`src/sv/frsd_pkg.sv`:
```
`timescale 1ns / 1ps
`default_nettype none
// ----------------------------------------------------------------------------
// frsd_pkg
// Shared widths, request and register codes, and the controller to datapath
// command and status words of the frame rms silence detector.
// ----------------------------------------------------------------------------
package frsd_pkg;

  localparam int SAMPLE_W   = 16;
  localparam int MAG_W      = 17;
  localparam int SQ_W       = 31;
  localparam int RMS_W      = 16;
  localparam int PEAK_W     = 15;
  localparam int CNT_OUT_W  = 11;
  localparam int REQ_W      = 2;
  localparam int CFG_IDX_W  = 2;
  localparam int CFG_DATA_W = 16;
  localparam int RAD_W      = 32;
  localparam int ROOT_W     = 16;
  localparam int SQRT_STEPS = 16;
  localparam int SQRT_IDX_W = 4;

  typedef enum logic [REQ_W-1:0] {
    REQ_SAMPLE  = 2'd0,
    REQ_ENABLE  = 2'd1,
    REQ_DISABLE = 2'd2,
    REQ_UNUSED  = 2'd3
  } req_e;

  typedef enum logic [CFG_IDX_W-1:0] {
    CFG_RMS_THRESHOLD = 2'd0,
    CFG_SILENCE_LIMIT = 2'd1,
    CFG_MIN_SPEECH    = 2'd2,
    CFG_NONE          = 2'd3
  } cfg_idx_e;

  typedef struct packed {
    logic                  take_sample;
    logic                  det_on;
    logic                  det_off;
    logic                  accumulate;
    logic                  div_load;
    logic                  div_step;
    logic                  sqrt_clear;
    logic                  sqrt_step;
    logic [SQRT_IDX_W-1:0] sqrt_idx;
    logic                  write_result;
  } frsd_cmd_t;

  typedef struct packed {
    logic tally_full;
    logic out_free;
  } frsd_status_t;

endpackage
`default_nettype wire

```
`src/sv/frsd_intf.sv`:
```
`timescale 1ns / 1ps
`default_nettype none
// ----------------------------------------------------------------------------
// frsd interfaces
// Valid/ready channels for requests, frame results and register writes.
// ----------------------------------------------------------------------------
interface frsd_req_if import frsd_pkg::*; ();
  logic                       valid;
  logic                       ready;
  logic [REQ_W-1:0]           req_type;
  logic signed [SAMPLE_W-1:0] sample;
  logic                       frame_last;

  modport source (output valid, output req_type, output sample, output frame_last,
                  input ready);
  modport sink   (input valid, input req_type, input sample, input frame_last,
                  output ready);
endinterface

interface frsd_res_if import frsd_pkg::*; ();
  logic                 valid;
  logic                 ready;
  logic [RMS_W-1:0]     frame_rms;
  logic [PEAK_W-1:0]    frame_peak;
  logic [CNT_OUT_W-1:0] frame_zeros;
  logic [CNT_OUT_W-1:0] frame_samples;
  logic                 stop_request;
  logic                 detector_active;

  modport source (output valid, output frame_rms, output frame_peak, output frame_zeros,
                  output frame_samples, output stop_request, output detector_active,
                  input ready);
  modport sink   (input valid, input frame_rms, input frame_peak, input frame_zeros,
                  input frame_samples, input stop_request, input detector_active,
                  output ready);
endinterface

interface frsd_cfg_if import frsd_pkg::*; ();
  logic                  valid;
  logic                  ready;
  logic [CFG_IDX_W-1:0]  index;
  logic [CFG_DATA_W-1:0] data;

  modport source (output valid, output index, output data, input ready);
  modport sink   (input valid, input index, input data, output ready);
endinterface
`default_nettype wire

```
`src/sv/frsd_ctrl.sv`:
```
`timescale 1ns / 1ps
`default_nettype none
// ----------------------------------------------------------------------------
// frsd_ctrl
// Sequencer: takes requests, then steps the divider and the square root unit
// at frame end and hands the finished word to the output register.
// ----------------------------------------------------------------------------
module frsd_ctrl import frsd_pkg::*; #(
  parameter int SumW = 41
) (
  input  wire logic             clk_i,
  input  wire logic             rst_ni,
  input  wire logic             in_valid_i,
  output logic                  in_ready_o,
  input  wire logic [REQ_W-1:0] req_type_i,
  input  wire logic             frame_last_i,
  input  wire frsd_status_t     status_i,
  output frsd_cmd_t             cmd_o
);

  localparam int StepW = $clog2(SumW);

  typedef enum logic [4:0] {
    S_IDLE  = 5'b00001,
    S_ACC   = 5'b00010,
    S_DIV   = 5'b00100,
    S_SQRT  = 5'b01000,
    S_WRITE = 5'b10000
  } state_e;

  state_e           state_q, state_d;
  logic [StepW-1:0] step_q, step_d;
  logic             frame_end_q, frame_end_d;

  always_comb begin
    state_d     = state_q;
    step_d      = step_q;
    frame_end_d = frame_end_q;
    cmd_o       = '0;
    in_ready_o  = (state_q == S_IDLE);
    cmd_o.sqrt_idx = step_q[SQRT_IDX_W-1:0];
    unique case (state_q)
      S_IDLE: begin
        if (in_valid_i) begin
          unique case (req_type_i)
            REQ_SAMPLE: begin
              cmd_o.take_sample = 1'b1;
              frame_end_d       = frame_last_i || status_i.tally_full;
              state_d           = S_ACC;
            end
            REQ_ENABLE:  cmd_o.det_on  = 1'b1;
            REQ_DISABLE: cmd_o.det_off = 1'b1;
            default: ;
          endcase
        end
      end
      S_ACC: begin
        cmd_o.accumulate = 1'b1;
        if (frame_end_q) begin
          cmd_o.div_load = 1'b1;
          step_d         = '0;
          state_d        = S_DIV;
        end else begin
          state_d = S_IDLE;
        end
      end
      S_DIV: begin
        cmd_o.div_step = 1'b1;
        if (step_q == StepW'(SumW - 1)) begin
          cmd_o.sqrt_clear = 1'b1;
          step_d           = '0;
          state_d          = S_SQRT;
        end else begin
          step_d = step_q + 1'b1;
        end
      end
      S_SQRT: begin
        cmd_o.sqrt_step = 1'b1;
        if (step_q == StepW'(SQRT_STEPS - 1)) begin
          step_d  = '0;
          state_d = S_WRITE;
        end else begin
          step_d = step_q + 1'b1;
        end
      end
      S_WRITE: begin
        if (status_i.out_free) begin
          cmd_o.write_result = 1'b1;
          state_d            = S_IDLE;
        end
      end
      default: state_d = S_IDLE;
    endcase
  end

  always_ff @(posedge clk_i or negedge rst_ni) begin
    if (!rst_ni) begin
      state_q     <= S_IDLE;
      step_q      <= '0;
      frame_end_q <= 1'b0;
    end else begin
      state_q     <= state_d;
      step_q      <= step_d;
      frame_end_q <= frame_end_d;
    end
  end

endmodule
`default_nettype wire

```
`src/sv/frsd_datapath.sv`:
```
`timescale 1ns / 1ps
`default_nettype none
// ----------------------------------------------------------------------------
// frsd_datapath
// Frame accumulators, bit-serial divider, digit-by-digit square root,
// silence detector counters, config registers and the result register.
// ----------------------------------------------------------------------------
module frsd_datapath import frsd_pkg::*; #(
  parameter int MaxFrame   = 1024,
  parameter int CounterW   = 16,
  parameter int TallyW     = 11,
  parameter int SumW       = 41
) (
  input  wire logic                       clk_i,
  input  wire logic                       rst_ni,
  input  wire frsd_cmd_t                  cmd_i,
  output frsd_status_t                    status_o,
  input  wire logic signed [SAMPLE_W-1:0] sample_i,
  input  wire logic                       cfg_we_i,
  input  wire logic [CFG_IDX_W-1:0]       cfg_idx_i,
  input  wire logic [CFG_DATA_W-1:0]      cfg_data_i,
  output logic                            out_valid_o,
  input  wire logic                       out_ready_i,
  output logic [RMS_W-1:0]                out_rms_o,
  output logic [PEAK_W-1:0]               out_peak_o,
  output logic [CNT_OUT_W-1:0]            out_zeros_o,
  output logic [CNT_OUT_W-1:0]            out_samples_o,
  output logic                            out_stop_o,
  output logic                            out_active_o
);

  localparam int CmpW = (CounterW > CFG_DATA_W) ? CounterW : CFG_DATA_W;
  localparam logic [CounterW-1:0] CntMax = {CounterW{1'b1}};

  // config registers
  logic [CFG_DATA_W-1:0] thr_q, limit_q, min_q;

  always_ff @(posedge clk_i or negedge rst_ni) begin
    if (!rst_ni) begin
      thr_q   <= '0;
      limit_q <= '0;
      min_q   <= '0;
    end else if (cfg_we_i) begin
      unique case (cfg_idx_i)
        CFG_RMS_THRESHOLD: thr_q   <= cfg_data_i;
        CFG_SILENCE_LIMIT: limit_q <= cfg_data_i;
        CFG_MIN_SPEECH:    min_q   <= cfg_data_i;
        default: ;
      endcase
    end
  end

  // frame accumulators
  logic [SAMPLE_W-1:0]  raw;
  logic [MAG_W-1:0]     mag;
  logic [2*MAG_W-1:0]   sq_full;
  logic [SQ_W-1:0]      sq_q;
  logic [SumW-1:0]      sum_q;
  logic [TallyW-1:0]    tally_q, zeros_q;
  logic [PEAK_W-1:0]    peak_q;
  logic [SumW-1:0]      sum_next;

  assign raw      = sample_i;
  assign mag      = raw[SAMPLE_W-1] ? MAG_W'({1'b1, {SAMPLE_W{1'b0}}} - {1'b0, raw})
                                    : {1'b0, raw};
  assign sq_full  = mag * mag;
  assign sum_next = sum_q + SumW'(sq_q);

  assign status_o.tally_full = (tally_q >= TallyW'(MaxFrame - 1));

  always_ff @(posedge clk_i) begin
    if (cmd_i.take_sample) begin
      sq_q <= sq_full[SQ_W-1:0];
    end
  end

  always_ff @(posedge clk_i or negedge rst_ni) begin
    if (!rst_ni) begin
      sum_q   <= '0;
      tally_q <= '0;
      zeros_q <= '0;
      peak_q  <= '0;
    end else if (cmd_i.write_result) begin
      sum_q   <= '0;
      tally_q <= '0;
      zeros_q <= '0;
      peak_q  <= '0;
    end else if (cmd_i.take_sample) begin
      tally_q <= tally_q + 1'b1;
      if (raw == '0) begin
        zeros_q <= zeros_q + 1'b1;
      end
      if (mag[MAG_W-1:PEAK_W] == '0 && mag[PEAK_W-1:0] > peak_q) begin
        peak_q <= mag[PEAK_W-1:0];
      end
    end else if (cmd_i.accumulate) begin
      sum_q <= sum_next;
    end
  end

  // restoring divider, one quotient bit per cycle
  logic [SumW-1:0]   div_q;
  logic [TallyW-1:0] rem_q;
  logic [TallyW:0]   rem_sh;
  logic              div_ge;

  assign rem_sh = {rem_q, div_q[SumW-1]};
  assign div_ge = (rem_sh >= {1'b0, tally_q});

  always_ff @(posedge clk_i) begin
    if (cmd_i.div_load) begin
      div_q <= sum_next;
      rem_q <= '0;
    end else if (cmd_i.div_step) begin
      div_q <= {div_q[SumW-2:0], div_ge};
      rem_q <= div_ge ? TallyW'(rem_sh - {1'b0, tally_q}) : TallyW'(rem_sh);
    end
  end

  // square root, one root bit per cycle
  logic [RAD_W-1:0]    rad;
  logic [1:0]          pair;
  logic [ROOT_W-1:0]   root_q;
  logic [ROOT_W+1:0]   srem_q;
  logic [ROOT_W+3:0]   srem_sh, trial;
  logic                sqrt_ge;

  assign rad     = RAD_W'(div_q);
  assign pair    = rad[RAD_W - 1 - 2 * int'(cmd_i.sqrt_idx) -: 2];
  assign srem_sh = {srem_q, pair};
  assign trial   = {2'b00, root_q, 2'b01};
  assign sqrt_ge = (srem_sh >= trial);

  always_ff @(posedge clk_i) begin
    if (cmd_i.sqrt_clear) begin
      root_q <= '0;
      srem_q <= '0;
    end else if (cmd_i.sqrt_step) begin
      root_q <= {root_q[ROOT_W-2:0], sqrt_ge};
      srem_q <= sqrt_ge ? (ROOT_W+2)'(srem_sh - trial) : (ROOT_W+2)'(srem_sh);
    end
  end

  // silence detector
  logic [CounterW-1:0] silent_q, speech_q, silent_inc, speech_inc;
  logic                enabled_q;
  logic                is_silent, det_live, stop;

  assign silent_inc = (silent_q == CntMax) ? silent_q : silent_q + 1'b1;
  assign speech_inc = (speech_q == CntMax) ? speech_q : speech_q + 1'b1;
  assign is_silent  = (root_q < thr_q);
  assign det_live   = enabled_q && (limit_q != '0);
  assign stop       = det_live && is_silent
                      && (CmpW'(silent_inc) >= CmpW'(limit_q))
                      && (CmpW'(speech_q) >= CmpW'(min_q));

  always_ff @(posedge clk_i or negedge rst_ni) begin
    if (!rst_ni) begin
      silent_q  <= '0;
      speech_q  <= '0;
      enabled_q <= 1'b0;
    end else if (cmd_i.det_on) begin
      silent_q  <= '0;
      speech_q  <= '0;
      enabled_q <= 1'b1;
    end else if (cmd_i.det_off) begin
      enabled_q <= 1'b0;
    end else if (cmd_i.write_result && det_live) begin
      if (is_silent) begin
        silent_q <= silent_inc;
        if (stop) begin
          enabled_q <= 1'b0;
        end
      end else begin
        silent_q <= '0;
        speech_q <= speech_inc;
      end
    end
  end

  // result register
  assign status_o.out_free = !out_valid_o || out_ready_i;

  always_ff @(posedge clk_i or negedge rst_ni) begin
    if (!rst_ni) begin
      out_valid_o <= 1'b0;
    end else if (cmd_i.write_result) begin
      out_valid_o <= 1'b1;
    end else if (out_ready_i) begin
      out_valid_o <= 1'b0;
    end
  end

  always_ff @(posedge clk_i) begin
    if (cmd_i.write_result) begin
      out_rms_o     <= root_q;
      out_peak_o    <= peak_q;
      out_zeros_o   <= CNT_OUT_W'(zeros_q);
      out_samples_o <= CNT_OUT_W'(tally_q);
      out_stop_o    <= stop;
      out_active_o  <= enabled_q;
    end
  end

endmodule
`default_nettype wire

```
`src/sv/frame_rms_silence_detector_core.sv`:
```
`timescale 1ns / 1ps
`default_nettype none
// ----------------------------------------------------------------------------
// frame_rms_silence_detector_core
// Energy based voice activity detector: per-frame rms, peak and zero count,
// with a silence timeout that raises a stop request.
// ----------------------------------------------------------------------------
// a sample is accepted, then its square is accumulated; commands are taken on acceptance
// a frame-ending sample holds the input through accumulate, divide, square root and
// write, which waits for a free result register; SUM_W = 30 + clog2(MAX_FRAME_SAMPLES + 1)
// the divide is bit-serial (SUM_W steps), the square root digit-wise (16 steps)
// the result register lets the next frame start while a result waits
// rst_ni clears all config registers, accumulators and counters; detector off
module frame_rms_silence_detector_core import frsd_pkg::*; #(
  parameter int MAX_FRAME_SAMPLES = 1024,
  parameter int COUNTER_BITS      = 16
) (
  input  wire logic   clk_i,
  input  wire logic   rst_ni,
  frsd_req_if.sink    req_i,
  frsd_res_if.source  res_o,
  frsd_cfg_if.sink    cfg_i
);

  localparam int TallyW = $clog2(MAX_FRAME_SAMPLES + 1);
  localparam int SumW   = 30 + TallyW;

  frsd_cmd_t    cmd;
  frsd_status_t status;

  assign cfg_i.ready = 1'b1;

  frsd_ctrl #(
    .SumW (SumW)
  ) u_ctrl (
    .clk_i        (clk_i),
    .rst_ni       (rst_ni),
    .in_valid_i   (req_i.valid),
    .in_ready_o   (req_i.ready),
    .req_type_i   (req_i.req_type),
    .frame_last_i (req_i.frame_last),
    .status_i     (status),
    .cmd_o        (cmd)
  );

  frsd_datapath #(
    .MaxFrame (MAX_FRAME_SAMPLES),
    .CounterW (COUNTER_BITS),
    .TallyW   (TallyW),
    .SumW     (SumW)
  ) u_datapath (
    .clk_i         (clk_i),
    .rst_ni        (rst_ni),
    .cmd_i         (cmd),
    .status_o      (status),
    .sample_i      (req_i.sample),
    .cfg_we_i      (cfg_i.valid),
    .cfg_idx_i     (cfg_i.index),
    .cfg_data_i    (cfg_i.data),
    .out_valid_o   (res_o.valid),
    .out_ready_i   (res_o.ready),
    .out_rms_o     (res_o.frame_rms),
    .out_peak_o    (res_o.frame_peak),
    .out_zeros_o   (res_o.frame_zeros),
    .out_samples_o (res_o.frame_samples),
    .out_stop_o    (res_o.stop_request),
    .out_active_o  (res_o.detector_active)
  );

endmodule
`default_nettype wire

```
`src/flat_wrapper.sv`:
```
// flat-port wrapper written by rule: the top's interface ports become plain ports
module frame_rms_silence_detector_core_flat import frsd_pkg::*;
#(
  parameter int MAX_FRAME_SAMPLES = 1024,
  parameter int COUNTER_BITS      = 16
)
  (clk_i, rst_ni, req_i_valid, req_i_req_type, req_i_sample, req_i_frame_last, req_i_ready, res_o_valid, res_o_frame_rms, res_o_frame_peak, res_o_frame_zeros, res_o_frame_samples, res_o_stop_request, res_o_detector_active, res_o_ready, cfg_i_valid, cfg_i_index, cfg_i_data, cfg_i_ready);
  frsd_req_if req_i_i ();
  frsd_res_if res_o_i ();
  frsd_cfg_if cfg_i_i ();
  input  wire logic clk_i;
  input  wire logic rst_ni;
  input wire logic [$bits(req_i_i.valid)-1:0] req_i_valid;
  input wire logic [$bits(req_i_i.req_type)-1:0] req_i_req_type;
  input wire logic [$bits(req_i_i.sample)-1:0] req_i_sample;
  input wire logic [$bits(req_i_i.frame_last)-1:0] req_i_frame_last;
  output wire logic [$bits(req_i_i.ready)-1:0] req_i_ready;
  output wire logic [$bits(res_o_i.valid)-1:0] res_o_valid;
  output wire logic [$bits(res_o_i.frame_rms)-1:0] res_o_frame_rms;
  output wire logic [$bits(res_o_i.frame_peak)-1:0] res_o_frame_peak;
  output wire logic [$bits(res_o_i.frame_zeros)-1:0] res_o_frame_zeros;
  output wire logic [$bits(res_o_i.frame_samples)-1:0] res_o_frame_samples;
  output wire logic [$bits(res_o_i.stop_request)-1:0] res_o_stop_request;
  output wire logic [$bits(res_o_i.detector_active)-1:0] res_o_detector_active;
  input wire logic [$bits(res_o_i.ready)-1:0] res_o_ready;
  input wire logic [$bits(cfg_i_i.valid)-1:0] cfg_i_valid;
  input wire logic [$bits(cfg_i_i.index)-1:0] cfg_i_index;
  input wire logic [$bits(cfg_i_i.data)-1:0] cfg_i_data;
  output wire logic [$bits(cfg_i_i.ready)-1:0] cfg_i_ready;
  assign req_i_i.valid = req_i_valid;
  assign req_i_i.req_type = req_i_req_type;
  assign req_i_i.sample = req_i_sample;
  assign req_i_i.frame_last = req_i_frame_last;
  assign req_i_ready = req_i_i.ready;
  assign res_o_valid = res_o_i.valid;
  assign res_o_frame_rms = res_o_i.frame_rms;
  assign res_o_frame_peak = res_o_i.frame_peak;
  assign res_o_frame_zeros = res_o_i.frame_zeros;
  assign res_o_frame_samples = res_o_i.frame_samples;
  assign res_o_stop_request = res_o_i.stop_request;
  assign res_o_detector_active = res_o_i.detector_active;
  assign res_o_i.ready = res_o_ready;
  assign cfg_i_i.valid = cfg_i_valid;
  assign cfg_i_i.index = cfg_i_index;
  assign cfg_i_i.data = cfg_i_data;
  assign cfg_i_ready = cfg_i_i.ready;
  frame_rms_silence_detector_core #(.MAX_FRAME_SAMPLES(MAX_FRAME_SAMPLES), .COUNTER_BITS(COUNTER_BITS)) u_core (.clk_i(clk_i), .rst_ni(rst_ni), .req_i(req_i_i), .res_o(res_o_i), .cfg_i(cfg_i_i));
endmodule
```
`config.mk`:
```
export PLATFORM = sky130hd
export DESIGN_NAME = frame_rms_silence_detector_core_flat
export DESIGN_NICKNAME = d
export VERILOG_FILES = /design/src/sv/frsd_pkg.sv /design/src/sv/frsd_intf.sv /design/src/sv/frsd_ctrl.sv /design/src/sv/frsd_datapath.sv /design/src/sv/frame_rms_silence_detector_core.sv /design/src/flat_wrapper.sv
export SDC_FILE = /design/constraint.sdc
export NUM_CORES = 1
export LEC_CHECK = 0
export ABC_AREA = 1
export BUFFER_PORTS_ARGS = -buffer_cell sky130_fd_sc_hd__buf_2
export CAP_MARGIN = 20
export CORE_MARGIN = 3
export CORE_UTILIZATION = 45
export DETAILED_ROUTE_END_ITERATION = 7
export HOLD_SLACK_MARGIN = 0.06
export PLACE_DENSITY_LB_ADDON = 0.08
export SLEW_MARGIN = 20
export SYNTH_ARGS = -nofsm -noshare
export SYNTH_HDL_FRONTEND = slang
export SYNTH_SLANG_ARGS = --single-unit
export TNS_END_PERCENT = 1
```
`constraint.sdc`:
```
create_clock -name clk_i -period 4.5 [get_ports clk_i]
set_input_delay 0.225 -clock clk_i [delete_from_list [all_inputs] [get_ports clk_i]]
set_output_delay 0.225 -clock clk_i [all_outputs]
set_load 0.02 [all_outputs]
```
; ---- Word level (Yosys, flattened, before mapping)
; Index checks and enable logic that the tools add are counted.
[totals]
regBits = 344
output_inout_bits = 58
inputBits = 42
[classes]
addsub = 10
n_lt_le_gt_ge = 7
muxes = 56
shift = 1
n_reduce_logical = 37
n_eq_ne = 23
multipliers = 1
[op_table]
columns = operator, n
row1 = 41-bit 2-to-1 mux, 5
row2 = 16-bit 2-to-1 mux, 10
row3 = 11-bit 2-to-1 mux, 6
row4 = 15-bit 2-to-1 mux, 3
row5 = 41-bit by 31-bit adder with 41-bit output, 1
row6 = 33-bit by 6-bit variable part select with 2-bit output, 1
row7 = 16-bit by 1-bit adder with 16-bit output (second input constant), 2
row8 = 16-bit == test (second input constant), 2
row9 = 16-bit greater-or-equal comparator, 2
row10 = 17-bit by 17-bit multiplier with 31-bit output, 1
row11 = 5-bit 2-to-1 mux, 5
row12 = 5-bit one-hot mux with 5 select lines, 1
row13 = 11-bit by 1-bit adder with 11-bit output (second input constant), 2
row14 = 20-bit by 18-bit greater-or-equal comparator with 1-bit output, 1
row15 = 18-bit 2-to-1 mux, 1
row16 = 6-bit 2-to-1 mux, 3
row17 = 6-bit one-hot mux with 3 select lines, 1
row18 = 18-bit subtractor, 1
row19 = 17-bit 2-to-1 mux, 1
row20 = 17-bit by 16-bit subtractor with 17-bit output (first input constant), 1
row21 = 16-bit logical NOT, 1
row22 = 16-bit less-than comparator, 1
row23 = 2-bit AND reduction, 8
row24 = 16-bit nonzero test, 1
row25 = other kinds (29), 74

; ---- Longest topological paths before layout
; Gate-level depths: netlist (run 1).
[depth]
word_depth = 10
mapped_depth = 35
mapped_depth_nobuf = 34

; ---- Modules after synthesis
; Synthesis (run 1) repeated with hierarchy kept, for this count alone.
[unflattened]
hier_cells = 3206
area_unflattened_um2 = 27152.3
[by_module_without_submodules]
columns = module, n_inst, area_per_inst_um2, seq_area_each_um2, cells_per_inst
row1 = frsd_datapath, 1, 26250.2, 8688.3, 3092
row2 = frsd_ctrl, 1, 890.9, 301.5, 112
row3 = frame_rms_silence_detector_core, 1, 11.3, 0.0, 2

; ---- Least setup slack after synthesis (run 1)
; No wires, ideal clock.
[synth_path]
path_type = input port to flip-flop
from = in req_i_sample[0]
to = reg u_core.u_datapath.sq_q[28] (data pin)
setup_slack_ps = -2636
t_required_ps = 4241
arrival_ps = 6877
n_path_buf = 2
cell_stages = 33
setup_ps = 259
cell_sequence = inv_1 -> clkbuf_1 -> ha_1 -> nand2_1 -> nor2_1 -> nand4_1 -> inv_1 -> a31oi_1 -> or2_2 -> nand2_1 -> clkbuf_1 -> nand2_1 -> fa_1 -> inv_1 -> fa_1 -> inv_1 -> fa_1 -> inv_1 -> fa_1 -> fa_1 -> inv_1 -> fa_1 -> inv_1 -> ha_1 -> a21oi_1 -> o21ai_0 -> a21oi_1 -> inv_1 -> a21oi_1 -> o21bai_1 -> nand3_1 -> nand2_1 -> xor2_1
[synth_between]
elab_chain_cells = 3
[synth_lines]
columns = element, line_no
row1 = from (decl), flat_wrapper.sv:15  ; input wire logic [$bits(req_i_i.sample)-1:0] req_i_sample;
row2 = 17-bit by 16-bit subtractor with 17-bit output, frsd_datapath.sv:64  ; assign mag = raw[SAMPLE_W-1] ? MAG_W'({1'b1, {SAMPLE_W{1'b0}}} - {1'b0, raw})
row3 = 17-bit 2-to-1 mux *, frsd_datapath.sv:64
row4 = 17-bit by 17-bit multiplier with 31-bit output *, frsd_datapath.sv:66  ; assign sq_full = mag * mag;
row5 = net u_core.u_datapath.sq_full[28], frsd_datapath.sv:56  ; logic [2*MAG_W-1:0] sq_full;
row6 = to (signal assigned), frsd_datapath.sv:73  ; sq_q <= sq_full[SQ_W-1:0];
row7 = to (decl), frsd_datapath.sv:57  ; logic [SQ_W-1:0] sq_q;
; The timed path passes the listed nets; every way through them passes the cells marked *.
; A chain may end at the register's enable or synchronous reset.

; ---- Final worst setup path (run 1)
[layout_path]
from = in req_i_sample[0]
to = reg u_core.u_datapath.sq_q[27] (data pin)
; Same word-level chain as after synthesis.

==> results of run 1 <==
==> routing by layer <==
metal / share of wire / GRT usage
met5: 0 / 0
met1: 0.44 / 0.297
met4: 0.038 / 0.0843
met3: 0.041 / 0.0266
met2: 0.48 / 0.401
==> worst min path at each step <==
stage / startpoint / end / slack [ns] / cells past startpoint
floorplan: rst_ni / u_core.u_ctrl.frame_end_q$_DFFE_PN0P_ / -0.07 / 0
global placement: u_core.u_datapath.root_q[0]$_SDFFE_PP0N_ / u_core.u_datapath.out_rms_o[0]$_DFFE_PP_ / 0.42 / 0
finish: req_i_sample[0] / u_core.u_datapath.sq_q[0]$_DFFE_PP_ / 0.11 / 2
detailed placement: u_core.u_datapath.root_q[0]$_SDFFE_PP0N_ / u_core.u_datapath.out_rms_o[0]$_DFFE_PP_ / 0.42 / 0
CTS: req_i_valid / u_core.u_datapath.enabled_q$_DFFE_PN0P_ / 0.07 / 4
global route: req_i_sample[0] / u_core.u_datapath.sq_q[0]$_DFFE_PP_ / 0.08 / 2
==> synthesized netlist by cell type, drive strengths merged (2+ instances only) <==
cell type | count | area, um^2
o21a | 9 | 67.6
a31oi | 27 | 169
ha | 222 | 2780
nand4 | 34 | 228
dfxtp | 45 | 901
o211ai | 9 | 67.6
nand2 | 638 | 2400
o21bai | 12 | 90.1
inv | 663 | 2490
clkinv | 4 | 15.0
nand3b | 6 | 45.0
o2111ai | 4 | 35.0
o31ai | 4 | 30.0
xnor2 | 36 | 315
a21oi | 179 | 900
xor2 | 60 | 526
o22ai | 13 | 81.3
or2 | 13 | 81.3
a32o | 4 | 40.0
fa | 194 | 3880
o21ai | 242 | 1220
a211oi | 6 | 45.0
nor2 | 197 | 762
buf | 17 | 85.1
dfrtp | 171 | 4280
a21boi | 4 | 30.0
edfxtp | 126 | 3780
nor4 | 15 | 121
nor3 | 47 | 283
clkbuf | 55 | 206
a22oi | 3 | 22.5
a21o | 11 | 82.6
conb | 2 | 7.51
a311oi | 2 | 17.5
nand3 | 144 | 748
o221ai | 2 | 17.5
==> cells by family (layout without fill, tap and decap cells) <==
kind of cell             Yosys count  count (layout)  synth area share
AND/OR/NAND/NOR                 1098            1098             0.174
buffers and inverters            739            1109             0.104
AO/OA/AOI/OAI                    538             538             0.111
adder cells (fa/ha/maj)          416             416             0.247
flip-flops                       343             343             0.333
XOR/XNOR                          96              96            0.0312
other                              2              35          0.000278
==> sequential cells by signal, indices dropped and copies added (netlist names), 16 cells and up <==
signal,cells
u_core.u_datapath.min_q,16
u_core.u_datapath.root_q,16
u_core.u_datapath.sq_q,30
u_core.u_datapath.div_q,41
u_core.u_datapath.out_rms_o,16
u_core.u_datapath.silent_q,16
u_core.u_datapath.limit_q,16
u_core.u_datapath.sum_q,41
u_core.u_datapath.thr_q,16
u_core.u_datapath.speech_q,16
u_core.u_datapath.srem_q,18
==> timing repair <==
| action | 4_1_cts | 5_1_grt |
|---|---|---|
| gates resized for setup | 109 | 57 |
| gates cloned | 0 | 0 |
| setup buffers | 25 | 10 |
| setup endpoints to repair | 22 | 23 |
| endpoints found under the hold margin | 151 | 0 |
| pin swaps | 103 | 53 |
| hold buffers | 19 | 0 |
==> area by class of cell <==
| class | count | area, um^2 | area share |
|---|---|---|---|
| repair buffers | 366 | 2700 | 0.0827 |
| flip-flops and latches | 343 | 8990 | 0.276 |
| multi-input cells | 2183 | 16100 | 0.493 |
| well taps | 773 | 967 | 0.0297 |
| clock inverters | 17 | 191 | 0.00587 |
| clock buffers | 59 | 1140 | 0.0351 |
| inverters | 667 | 2540 | 0.0778 |
==> report_power, final <==
group	switching, W	internal (W)
clock network	0.00137	0.00195
logic	0.0115	0.0101
registers	0.000520	0.00456
total	0.0134	0.0166
==> worst reg2reg max path: cells and delay by family (launching register included) <==
| family | cells | cell delay [ns] |
|---|---|---|
| AOI/OAI and AO/OA | 2 | 0.25 |
| adders and majority gates | 1 | 0.20 |
| and+or+nand+nor | 12 | 1.50 |
| DFF | 1 | 0.81 |
| buffers and inverters | 5 | 0.84 |
==> through the flow <==
step,TNS (ns),total power (W),std cells,util,area [um^2]
5_1_grt,-26.90,0.0329,4408,0.552,32600
4_1_cts,-19.31,0.0293,4397,0.546,32300
3_5_place_dp,-40.94,0.0235,4277,0.510,30100
6_report,-21.32,0.0300,4408,0.552,32600
2_1_floorplan,-28.36,0.0170,3265,-,27400
3_3_place_gp,-38.48,0.0232,4277,0.510,30100
==> results.toml, run 1 <==
[setup_path]
critical_path.endpoint = "u_core.u_datapath.sq_q[27]$_DFFE_PP_"
timing.critical_path.slowest_stage_cell = "sky130_fd_sc_hd__fa_1"
critPathBufInv = 8
cpLargestDelayFamily = "adder cells"
slowest_delay_ns = 0.60
reg_to_reg_setup_timing_slack_ns = 0.81
timing.critical_path.arrival_ns = 6.17
critical_path.endpoint_type = "register"
critical_path.max_fanout = 4
path_common_cell = "sky130_fd_sc_hd__fa_1"
critical_path.reg2reg.endpoint = "u_core.u_datapath.srem_q[14]$_SDFFE_PP0N_"
critical_path_cell_count = 29
worst-endpoint-required_ns = 4.82
worst_r2r_path_depth = 20
startpoint = "req_i_sample[0]"
worst_r2r_startpoint = "u_core.u_ctrl.step_q[0]$_DFFE_PN0P_"
critPathKind = "in -> reg"
crit_path_launch_type = "input pin"

[grt]
grt.total_usage = 0.230
grt_pass1_wl_um = 117000
overflow = 0
grt_start_max_net_pins = 105
grt_pass1_vias = 23100
antenna_found_initial = 0

[floorplan]
die-height_um = 251
core-area_um2 = 59100
effective_utilization_at_floorplan = 0.456
floorplan_die_width_um = 251
core.rowCount = 89
fp.dieArea_um2 = 62900
design.portCount = 100

[drt]
dr.first_iter.drc_count = 1183
vias_per_cell = 5.09
drt_pre_antenna_iters = 5
routed_wl_um = 70800
vias = 22400
drt_drc = 0
drt.antenna.violating_nets = 0
wl_per_cell_um = 16.1

[synthesis]
synth_ff_type = "sky130_fd_sc_hd__dfrtp_1"
async_flop_share = 0.501
ys_seq_area_frac = 0.333
synth.avg_cell_area_um2 = 8.34
synth_edf_count = 126
yosysWarningCount = 0
netlist-cell-type-count = 67
netlist_area_um2 = 27000
syn_inst = 3232
ys_ff_latch = 343

[pwr]
power_density_nw_per_um2 = 919
static_leakage_nw = 16.1
ir_drop_uv = 1580

[clocking]
clock_tree.htree_level_count = 2
cts_max_path_buffers = 3
cts_tree = "done"
cts-buffers-inserted = 41
clk_lat_worst_skew_ns = 0.58
clock_sink_count = 343
clock_tree.root_cell = "sky130_fd_sc_hd__clkbuf_16"
cts.reportedPaths.clkPinSlew_ns = 0.06

[outcome]
violations = "setup timing"
status = "complete, but fails checks"

[timing]
worst_slack_ns = -1.35
final_period_utilization = 1.30
unrepaired_setup_endpoints_after_global_routing = "true"
final-max-slew-violation-count = 0
slew_headroom = 0.317
setup_viol_count_final = 22
fin_hold_ws_ns = 0.106
clock_skews_ns = 0.0309
max_slew.worst_pin.slew_ns = 1.02
finalHoldViolations = 0
fmax_ghz = 0.171
period_needed_ns = 5.85

[place]
detailedPlacementHpwl_um = 55100
place_ws_ns = -2.18
gp_congestion = 0.879
place.port_buffers = 98

[layout]
nFillCells = 5438
syn_to_final_growth_pct = 20.9
final_common_cell = "sky130_fd_sc_hd__inv_1"
drive_above_1_share = 0.165
antenna-diode-count = 0
leading_cell_types_in_the_layout_fill_and_taps_excluded = "sky130_fd_sc_hd__inv_1, sky130_fd_sc_hd__nand2_1, sky130_fd_sc_hd__buf_4"
finalNetCount = 4060

[job]
max_cap_viol_count = 0

[worst_hold_path]
hold_path_class = "in -> reg"
No activity file was read; power rests on OpenSTA's default activity.
==> inputs of run 2 (changes only) <==
- CORE_UTILIZATION: 45 -> 60
==> results.toml, run 2 (synthesis gave the netlist of run 1 again) <==
[worst_hold_path]
hold_path_class = "in -> reg"
whs_path_depth = 3

[drt]
drt_drc = 0
drt_pre_antenna_iters = 6
routed-wl-met3_um = 3940
dr.first_iter.drc_count = 1777
wl_per_cell_um = 16.8
vias_per_cell = 5.45
vias = 22900
drt.antenna.violating_nets = 0
top_layer = "met4"
routed_wl_um = 70400
detail_route.wirelength.met1_um = 29600
met2_length_um = 34400

[setup_path]
critPathKind = "in -> reg"
crit_path_launch_type = "input pin"
timing.critical_path.arrival_ns = 6.21
worst-endpoint-required_ns = 4.83
critical_path.max_fanout = 6
worst_r2r_path_depth = 20
critical_path.endpoint_type = "register"

[timing]
slew_headroom = 0.308
worst_slack_ns = -1.39
clock_skews_ns = 0.0173
period_needed_ns = 5.89
finalHoldViolations = 0
final-max-slew-violation-count = 0
final_period_utilization = 1.31
fin_hold_ws_ns = 0.0858
unrepaired_setup_endpoints_after_global_routing = "true"
setup_viol_count_final = 22
fmax_ghz = 0.170
max_slew.worst_pin.slew_ns = 1.04
fin_tns_setup_ns = -21.99

[place]
place_ws_ns = -2.18
gp_congestion = 0.920
detailedPlacementHpwl_um = 54100
place.port_buffers = 98
place_inst = 4086

[layout]
fin_cells = 4195
nFillCells = 3506
finalNetCount = 4029
syn_to_final_growth_pct = 18.2
antenna-diode-count = 0
final_core_utilization = 0.719
final_common_cell = "sky130_fd_sc_hd__inv_1"
largest_registers = "u_core.u_datapath.div_q (41), u_core.u_datapath.sum_q (41), u_core.u_datapath.sq_q (30)"
leading_cell_types_in_the_layout_fill_and_taps_excluded = "sky130_fd_sc_hd__inv_1, sky130_fd_sc_hd__nand2_1, sky130_fd_sc_hd__o21ai_0"
drive_above_1_share = 0.149

[clocking]
cts_max_path_buffers = 3
clock_tree.htree_level_count = 2
clk_lat_worst_skew_ns = 0.58
cts.reportedPaths.clkPinSlew_ns = 0.06
clock_sink_count = 343
cts-buffers-inserted = 40
cts_tree = "done"
clock_tree.root_cell = "sky130_fd_sc_hd__clkbuf_16"

[pwr]
switchingPower_w = 0.0128
netSwitchingFraction = 0.452
sequentialPowerShare = 0.180
ir_drop_uv = 2890
intPower_w = 0.0155
power.share.clock = 0.117
power_frac_comb = 0.703
power_density_nw_per_um2 = 886
static_leakage_nw = 15.9

[outcome]
status = "complete, but fails checks"
violations = "setup timing"

[floorplan]
core-area_um2 = 44300
design.portCount = 100
core.rowCount = 77
fp.dieArea_um2 = 47500
die-height_um = 218
floorplan_die_width_um = 218
effective_utilization_at_floorplan = 0.609

[grt]
grt_pass1_wl_um = 116000
grt.total_usage = 0.303
grt_start_max_net_pins = 91
grt_pass1_vias = 23600
overflow = 0
antenna_found_initial = 2

[job]
max_cap_viol_count = 0
run 2: cell count changes in the layout (fill, tap and decap cells not counted), sizes merged:
cell,before,now
clkinvlp,2,3
buf,346,316
inv,662,668
clkinv,17,19
dlygate4sd3,19,20
clkbuf,60,48
run 2: per-layer routing:
metal  track usage  vias to the layer above
met4         0.107                        0
li1              -                    11000
met5             0                        -
met1         0.390                    11000
met2         0.524                      659
met3        0.0468                      157
run 2: repair_timing:
item                                    CTS  global route
hold buffers                             19             1
pin swaps                                58            42
hold endpoints to repair                131             1
endpoints found under the setup margin   23            23
resized for setup                        64            37
buffers inserted                         11             4
run 2: final timing paths:
check | slack (ns) | startpoint | end
min in group asynchronous | 0.28 | rst_ni | u_core.u_datapath.silent_q[8]$_DFFE_PN0P_
worst max-delay path | -1.39 | req_i_sample[2] | u_core.u_datapath.sq_q[28]$_DFFE_PP_
max in group asynchronous | 3.09 | rst_ni | u_core.u_datapath.sum_q[16]$_DFFE_PN0P_
worst max register to register | 0.85 | u_core.u_ctrl.step_q[0]$_DFFE_PN0P_ | u_core.u_datapath.srem_q[1]$_SDFFE_PP0N_
worst min register to register | 0.45 | u_core.u_datapath.zeros_q[10]$_DFFE_PN0P_ | u_core.u_datapath.out_zeros_o[10]$_DFFE_PP_
worst min-delay path | 0.09 | req_i_req_type[1] | u_core.u_datapath.speech_q[7]$_DFFE_PN0P_
run 2: power by group through the flow:
stage	logic (W)	clock network (W)	registers, W
3_5_place_dp	0.0180	0	0.00513
2_1_floorplan	0.0121	0	0.00492
6_report	0.0199	0.00330	0.00509
3_3_place_gp	0.0176	0	0.00510
5_1_grt	0.0223	0.00349	0.00517
4_1_cts	0.0190	0.00336	0.00508
run 2: layout make-up:
class,instances,area [um^2],share of cell area
Multi-Input combinational cell,2183,15800,0.496
Clock inverter,26,267,0.00836
Timing Repair Buffer,336,2460,0.0773
Sequential cell,343,8990,0.282
Clock buffer,48,1070,0.0336
Tap cell,592,741,0.0232
Inverter,667,2530,0.0795
run 2: worst max-delay path, cell delays in order:
cell and delay [ns]:
sky130_fd_sc_hd__buf_2 0.13, sky130_fd_sc_hd__nor3_4 0.19, sky130_fd_sc_hd__nand4_1 0.16, sky130_fd_sc_hd__nor2_2 0.19, sky130_fd_sc_hd__nand3_2 0.13, sky130_fd_sc_hd__nand2_2 0.09, sky130_fd_sc_hd__xor2_1 0.16, sky130_fd_sc_hd__buf_4 0.19
sky130_fd_sc_hd__buf_12 0.11, sky130_fd_sc_hd__nand2_1 0.06, sky130_fd_sc_hd__fa_1 0.54, sky130_fd_sc_hd__fa_1 0.53, sky130_fd_sc_hd__inv_1 0.06, sky130_fd_sc_hd__fa_1 0.58, sky130_fd_sc_hd__fa_1 0.47, sky130_fd_sc_hd__fa_1 0.56
sky130_fd_sc_hd__inv_1 0.06, sky130_fd_sc_hd__fa_1 0.53, sky130_fd_sc_hd__inv_1 0.04, sky130_fd_sc_hd__ha_1 0.32, sky130_fd_sc_hd__a21oi_1 0.19, sky130_fd_sc_hd__o21ai_2 0.09, sky130_fd_sc_hd__a21oi_2 0.17, sky130_fd_sc_hd__o21bai_1 0.12
sky130_fd_sc_hd__nand3_1 0.09, sky130_fd_sc_hd__nand2_1 0.06, sky130_fd_sc_hd__xor2_1 0.14
run 2: metrics by stage:
stage,instance area [um^2],total power (W)
after floorplan,27400,0.0170
after global placement,29900,0.0227
after detailed placement,29900,0.0232
after CTS,31700,0.0275
after global routing,31900,0.0310
final,31900,0.0283
==> inputs of run 3 (changes only) <==
- SKIP_CTS_REPAIR_TIMING: not set -> 1
- SYNTH_HIERARCHICAL: not set -> 1
==> results.toml, run 3 <==
[grt]
grt_start_max_net_pins = 95
globalRoute.busiestLayer = "met2"
grt.met1_usage = 0.412
grt_pass1_vias = 23000
grt.total_usage = 0.295
gr-usage-met3 = 0.0428
overflow = 0
antenna_found_initial = 0
global_route.usage.met2 = 0.481
grt_pass1_wl_um = 114000

[drt]
drt.antenna.violating_nets = 0
drt_drc = 0
vias_per_cell = 5.50
wl_per_cell_um = 16.6
routed_wl_um = 69500
dr.first_iter.drc_count = 1926
vias = 23000
drt_pre_antenna_iters = 7

[timing]
period_needed_ns = 6.16
slew_headroom = 0.344
final_period_utilization = 1.37
finalHoldViolations = 0
setup_viol_count_final = 23
worst_slack_ns = -1.66
max_slew.worst_pin.slew_ns = 0.982
final-max-slew-violation-count = 0
unrepaired_setup_endpoints_after_global_routing = "true"
fin_hold_ws_ns = 0.0292
clock_skews_ns = 0.0152
fmax_ghz = 0.162

[clocking]
clock_tree.root_cell = "sky130_fd_sc_hd__clkbuf_16"
cts_max_path_buffers = 3
cts-buffers-inserted = 40
clk_lat_worst_skew_ns = 0.57
clock_tree.htree_level_count = 2
cts.reportedPaths.clkPinSlew_ns = 0.06
clock_sink_count = 343
cts_tree = "done"

[synthesis]
async_flop_share = 0.501
yosys-top-cells-count = "sky130_fd_sc_hd__nand2_1, sky130_fd_sc_hd__inv_1, sky130_fd_sc_hd__ha_1, sky130_fd_sc_hd__o21ai_0, sky130_fd_sc_hd__nor2_1"
synth.area.top_cells = "sky130_fd_sc_hd__dfrtp_1, sky130_fd_sc_hd__fa_1, sky130_fd_sc_hd__edfxtp_1"
synth.avg_cell_area_um2 = 8.47
netlist_area_um2 = 27200
yosys.area.top_type_share = 0.158
synth_ff_type = "sky130_fd_sc_hd__dfrtp_1"
yosysWarningCount = 6
netlist-cell-type-count = 67
ys_seq_area_frac = 0.331
syn_inst = 3206
synth_most_common_cell = "sky130_fd_sc_hd__nand2_1"
yosysTopAreaCell = "sky130_fd_sc_hd__dfrtp_1"
synth_edf_count = 126
ys_ff_latch = 343

[floorplan]
fp.dieArea_um2 = 47800
effective_utilization_at_floorplan = 0.611
core.rowCount = 77
floorplan_die_width_um = 219
design.portCount = 100
core-area_um2 = 44400
die-height_um = 219

[layout]
drive_above_1_share = 0.153
largest_registers = "u_core/u_datapath/div_q (41), u_core/u_datapath/sum_q (41), u_core/u_datapath/sq_q (30)"
nFillCells = 3501
finalNetCount = 4016
syn_to_final_growth_pct = 18.0
leading_cell_types_in_the_layout_fill_and_taps_excluded = "sky130_fd_sc_hd__nand2_1, sky130_fd_sc_hd__inv_1, sky130_fd_sc_hd__buf_4"
antenna-diode-count = 0
final_common_cell = "sky130_fd_sc_hd__nand2_1"

[setup_path]
worst-endpoint-required_ns = 4.81
critPathKind = "in -> reg"
timing.critical_path.slowest_stage_cell = "sky130_fd_sc_hd__fa_2"
timing.critical_path.arrival_ns = 6.46
critical_path.endpoint_type = "register"
crit_path_launch_type = "input pin"
path_common_cell = "sky130_fd_sc_hd__fa_1"
critical_path.max_fanout = 4
slowest_delay_ns = 0.61

[place]
gp_congestion = 0.924
detailedPlacementHpwl_um = 53300
place.port_buffers = 98

[job]
max_cap_viol_count = 0

[outcome]
violations = "setup timing"
status = "complete, but fails checks"

[worst_hold_path]
hold_path_class = "in -> reg"
[run 3: kinds of logic after synthesis]
kind of cell	after synthesis	synth area share
compound gates	517	0.109
xor+xnor	110	0.0364
fa+ha+maj	414	0.244
buf+inv	703	0.0998
flops	343	0.331
other cells	3	0.000415
simple gates	1116	0.179
[run 3: critical path: cells and delay by family]
kind	cells	cell delay [ns]
AO/OA/AOI/OAI	6	0.83
buffers and inverters	7	0.51
AND/OR/NAND/NOR	11	1.12
XOR/XNOR	2	0.39
adder cells (fa/ha/maj)	7	3.38
[run 3: path summary, 6_finish.rpt]
check / start / to / slack, ns / cells past startpoint
setup / recovery: req_i_sample[3] / u_core/u_datapath/sq_q[26]$_DFFE_PP_ / -1.66 / 33
hold / removal: cfg_i_data[13] / u_core/u_datapath/limit_q[13]$_DFFE_PN0P_ / 0.03 / 3
setup reg to reg: u_core/u_ctrl/step_q[1]$_DFFE_PN0P_ / u_core/u_datapath/srem_q[10]$_SDFFE_PP0P_ / 0.76 / 18
hold reg to reg: u_core/u_datapath/zeros_q[9]$_DFFE_PN0P_ / u_core/u_datapath/out_zeros_o[9]$_DFFE_PP_ / 0.45 / 0
max in group asynchronous: rst_ni / u_core/u_datapath/silent_q[11]$_DFFE_PN0P_ / 3.11 / 3
min in group asynchronous: rst_ni / u_core/u_datapath/tally_q[5]$_DFFE_PN0P_ / 0.27 / 2
[run 3: routing by layer]
layer / vias to the layer above / part of all wire
li1: 11000 / -
met1: 11100 / 0.43
met2: 752 / 0.47
met3: 146 / 0.066
met4: 0 / 0.029
met5: - / 0
[run 3: cell type report]
class | instances | area, um^2 | share of cell area
Sequential cell | 343 | 8990 | 0.280
Tap cell | 592 | 741 | 0.0231
Timing Repair Buffer | 356 | 2580 | 0.0805
Inverter | 627 | 2390 | 0.0744
Clock buffer | 53 | 1130 | 0.0353
Multi-Input combinational cell | 2192 | 16000 | 0.499
Clock inverter | 21 | 234 | 0.00730
[run 3: through the flow]
| step | util | area (um^2) | cells | worst slack (ns) | setup TNS, ns |
|---|---|---|---|---|---|
| global placement | 0.675 | 30000 | 4073 | -2.29 | -41.71 |
| detailed placement | 0.675 | 30000 | 4073 | -2.47 | -44.88 |
| finish | 0.722 | 32100 | 4184 | -1.66 | -26.54 |
| CTS | 0.706 | 31400 | 4147 | -1.89 | -30.84 |
| global route | 0.722 | 32100 | 4184 | -1.94 | -32.52 |
| floorplan | - | 27400 | 3238 | -2.00 | -44.00 |
Power of run 3 is left out: the tool's default activity adds up to more than one toggle a clock period on the data nets, which glitch-free logic cannot reach.
